## src/hdl/lhe_pkg.sv

```systemverilog
// Shared types and constants for the luma histogram equalizer.
// Used by lhe_bin_mem, lhe_divider and luma_histogram_equalizer.
// Depends on nothing.
package lhe_pkg;

    localparam int LEVELS     = 256;
    localparam int LUMA_W     = 8;
    localparam int CNT_W      = 23;               // bin counts, pixel total, running sum
    localparam int DEN_W      = CNT_W + 1;        // 2 * pixel total
    localparam int NUM_W      = 32;               // 510 * cum + total
    localparam int QUO_W      = 8;

    localparam logic [CNT_W-1:0] MAX_PIXELS = CNT_W'(4194304);

    localparam logic [1:0] OP_ADD   = 2'd0;
    localparam logic [1:0] OP_BUILD = 2'd1;
    localparam logic [1:0] OP_MAP   = 2'd2;

    typedef logic [LUMA_W-1:0] luma_t;
    typedef logic [CNT_W-1:0]  count_t;

    // One write port and one read port of the bin memory.
    typedef struct packed {
        logic   we;
        luma_t  waddr;
        count_t wdata;
        luma_t  raddr;
    } bin_port_t;

endpackage

```

## src/hdl/lhe_divider.sv

```systemverilog
// Restoring divider giving an 8-bit quotient, one quotient bit per cycle.
// The caller guarantees num < 256 * den. Depends on lhe_pkg.
module lhe_divider (
    input  logic                        aclk,
    input  logic                        aresetn,
    input  logic                        start,
    input  logic [lhe_pkg::NUM_W-1:0]   num,
    input  logic [lhe_pkg::DEN_W-1:0]   den,
    output logic                        done,
    output logic [lhe_pkg::QUO_W-1:0]   quotient
);
    import lhe_pkg::*;

    localparam int STEP_W = $clog2(QUO_W);

    logic [NUM_W-1:0]  rem_reg;
    logic [NUM_W-1:0]  dsh_reg;
    logic [QUO_W-1:0]  quo_reg;
    logic [STEP_W-1:0] step_reg;
    logic              busy_reg;
    logic              done_reg;
    logic              fits;

    assign fits     = rem_reg >= dsh_reg;
    assign done     = done_reg;
    assign quotient = quo_reg;

    always_ff @(posedge aclk) begin
        if (!aresetn) begin
            busy_reg <= 1'b0;
            done_reg <= 1'b0;
        end else begin
            done_reg <= 1'b0;
            if (start) begin
                busy_reg <= 1'b1;
            end else if (busy_reg && step_reg == '0) begin
                busy_reg <= 1'b0;
                done_reg <= 1'b1;
            end
        end
    end

    always_ff @(posedge aclk) begin
        if (start) begin
            rem_reg  <= num;
            dsh_reg  <= NUM_W'(den) << (QUO_W - 1);
            quo_reg  <= '0;
            step_reg <= STEP_W'(QUO_W - 1);
        end else if (busy_reg) begin
            if (fits) begin
                rem_reg <= rem_reg - dsh_reg;
            end
            quo_reg  <= {quo_reg[QUO_W-2:0], fits};
            dsh_reg  <= dsh_reg >> 1;
            step_reg <= step_reg - STEP_W'(1);
        end
    end

endmodule

```

## config.mk

```make
export PLATFORM = sky130hd
export DESIGN_NAME = lhe_divider
export DESIGN_NICKNAME = d
export VERILOG_FILES = /design/src/hdl/lhe_pkg.sv /design/src/hdl/lhe_divider.sv
export SDC_FILE = /design/constraint.sdc
export NUM_CORES = 1
export LEC_CHECK = 0
export BUFFER_PORTS_ARGS = -buffer_cell sky130_fd_sc_hd__buf_2
export CAP_MARGIN = 10
export CORE_MARGIN = 1
export CORE_UTILIZATION = 55
export DETAILED_ROUTE_END_ITERATION = 7
export GPL_TIMING_DRIVEN = 0
export PLACE_DENSITY = 0.75
export SETUP_SLACK_MARGIN = 0.3
export SLEW_MARGIN = 20
export SYNTH_ARGS = -nofsm -noshare
export SYNTH_HDL_FRONTEND = slang
export SYNTH_SLANG_ARGS = --single-unit
```

## constraint.sdc

```tcl
create_clock -name aclk -period 4.2 [get_ports aclk]
set_input_delay 0.21 -clock aclk [delete_from_list [all_inputs] [get_ports aclk]]
set_output_delay 0.21 -clock aclk [all_outputs]
set_load 0.03 [all_outputs]
```

==> run summary <==
status: finished, final reports clean
Mean Syn Cell Area: 9.36 um2
vias in the first global route: 4239
share of cells above drive strength 1: 17.5%
final hold viol count: 0
# H-tree levels: 3
Sequential Area: 2080 um2
Final WS setup: 807 ps
synth top area cells: edfxtp_1 34%, ha_1 8.3%, dfxtp_1 8.0%
number of synthesized flops with an enable pin: 56
worst-skew pair later-pin latency: 370 ps
worst vdd ir: 286 uV
Cell Pwr Density: 529 nW/um2
post-CTS sizing: 0
hpwl dp: 9280 um
dpl cell area: 5470 um2
GP Congestion: 0.922
Synth Flop Type: edfxtp_1
GRT Total Usage: 27.1%
# clock sinks: 76
Post-synth top cells: 57 x nand2_1, 56 x edfxtp_1, 42 x inv_1, 39 x o21ai_0, 37 x nor2_1
Final setup viols: 0
Post-Synthesis Cells: 534
final instance area: 5670 um2
Final Cycle Share: 80.8%
Yosys cell types: 60
WHS: 70.5 ps
largest net degree at the start of global routing: 33
I/O Buffers: 66
Slew Limit Fails: 0
Worst Tran Pin Value: 857 ps
area of the multi-input gates: 2640 um2
synth warn: 0
maxcap violations: 0
postcts setup bufs: 0
Antenna Nets Post-Route: 0
global-route wire length before repair: 20200 um
Total Wirelength: 12500 um
clock transition at the registers of the reported paths: 90 ps
WS Path Type: register to register
CP required: 4210 ps
initial antenna violation count: 0
Vias/cell: 5.96
CP Launch Type: register
Filler Cell Count: 751
CTS tree: yes
clk_skew: 11.6 ps
root buffer cell: clkbuf_8
Hold Buf Count CTS: 0
Die X: 97.3 um
TritonCTS Buffers: 9
fin crit period: 3390 ps
Fmax: 295 MHz
antenna cells: 0
Initial Util: 57.1%
Place WS: 889 ps
nets@finish: 704
drt pass-1 iters: 5
RSZ-0062 raised after global routing: no
Hold WC Path Type: input pin to register
row count: 34
Mapped Area: 5000 um2
remaining global-route overflow: 0
CP max FO: 32
ys async rst share: 0%
Via Count: 4316
Clock Tree Buf Depth: 2
Initial DRC Count: 242
final core utilization: 64.6%
Synth top area share: 33.6%
Crit. End Element: register
count leader, synth: nand2_1
# IOs: 68
Routed WL per cell: 17.2 um
synthesis-to-layout area growth: 13.3%
Slew headroom: 42.2%
Leak Pwr: 2.41 nW
register area share after synthesis: 41.6%
max FFs per register: 32
Yosys reg bits: 76
Die Area: 9480 um2
DRC: 0
overall die height: 97.3 um
Net Count, Synth: 627
Core Region: 8760 um2
top cell type by total area after synthesis: edfxtp_1
Worst EP arrival: 3400 ps
setup TNS: 0 ps
critical path: stages (launching register included):
cell and delay [ps]:
edfxtp_1 370, inv_1 60, ha_1 160, inv_1 70
fa_1 410, a21o_1 220, a221o_2 420, a21oi_4 210
o21bai_1 140, a21oi_1 220, o221ai_1 200, a21o_2 530
cell families after synthesis:
kind of cell | share of synthesized area, %
fa+ha+maj | 8.66
compound gates | 22.4
buf+inv | 5.61
flops | 41.6
xor+xnor | 4.20
simple gates | 14.0
mux | 3.43
where the power goes:
| group | switching (W) | internal (W) | leakage [nW] |
|---|---|---|---|
| registers | 0.0000485 | 0.000970 | 0.738 |
| logic | 0.000870 | 0.000539 | 1.57 |
| clock network | 0.000309 | 0.000259 | 0.104 |
final cells by class:
type | instances | area share (%)
Buffer | 29 | 2.16
Clock buffer | 10 | 2.63
Clock inverter | 6 | 0.839
Inverter | 42 | 2.78
Multi-Input combinational cell | 387 | 46.6
Sequential cell | 76 | 36.7
Tap cell | 108 | 2.39
Timing Repair Buffer | 66 | 5.83
through the flow:
stage,cells,total power [W]
CTS,724,0.00298
floorplan,534,0.00208
detailed placement,708,0.00241
global placement,708,0.00237
finish,724,0.00300
global route,724,0.00318
metal layers:
metal,global-route usage [%],vias to the layer above,routed length (um)
met5,0,-,0
met4,9.73,0,223
met3,4.60,20,763
met2,44.1,139,5880
met1,36.4,2049,5620
li1,-,2108,-
worst paths after layout:
| path | slack (ps) | endpoint | from | cells past startpoint |
|---|---|---|---|---|
| worst max register to register | 810 | rem_reg[18] | rem_reg[0] | 11 |
| worst min-delay path | 70 | busy_reg | aresetn | 2 |
| worst min register to register | 500 | step_reg[0] | step_reg[0] | 2 |
| worst max-delay path | 810 | rem_reg[18] | rem_reg[0] | 11 |
cell usage in the layout, fill, tap and decap left out, types with 3 or more instances in the layout:
cell | netlist | final
o211ai_1 | 3 | 3
nor2b_1 | 3 | 3
a311oi_1 | 3 | 3
o21bai_1 | 4 | 4
clkbuf_8 | 0 | 9
nand2b_1 | 4 | 4
buf_2 | 5 | 71
o21ai_1 | 6 | 6
nand4_1 | 14 | 14
nor2_1 | 37 | 37
clkbuf_1 | 18 | 18
a22o_1 | 23 | 23
nand3_1 | 6 | 6
or3_1 | 3 | 3
dfxtp_1 | 20 | 20
nand2_1 | 57 | 56
buf_1 | 5 | 5
a21o_1 | 13 | 12
a21oi_1 | 36 | 36
ha_1 | 33 | 33
inv_6 | 0 | 3
a211oi_1 | 3 | 3
edfxtp_1 | 56 | 56
and3_1 | 6 | 6
inv_1 | 42 | 42
mux2i_1 | 16 | 16
o21a_1 | 3 | 3
xnor2_1 | 12 | 12
xor2_1 | 12 | 12
nor3_1 | 12 | 12
o21ai_0 | 39 | 39
o221ai_1 | 4 | 4
o31ai_1 | 3 | 3
Note: power is estimated with default switching activity, not from simulation.
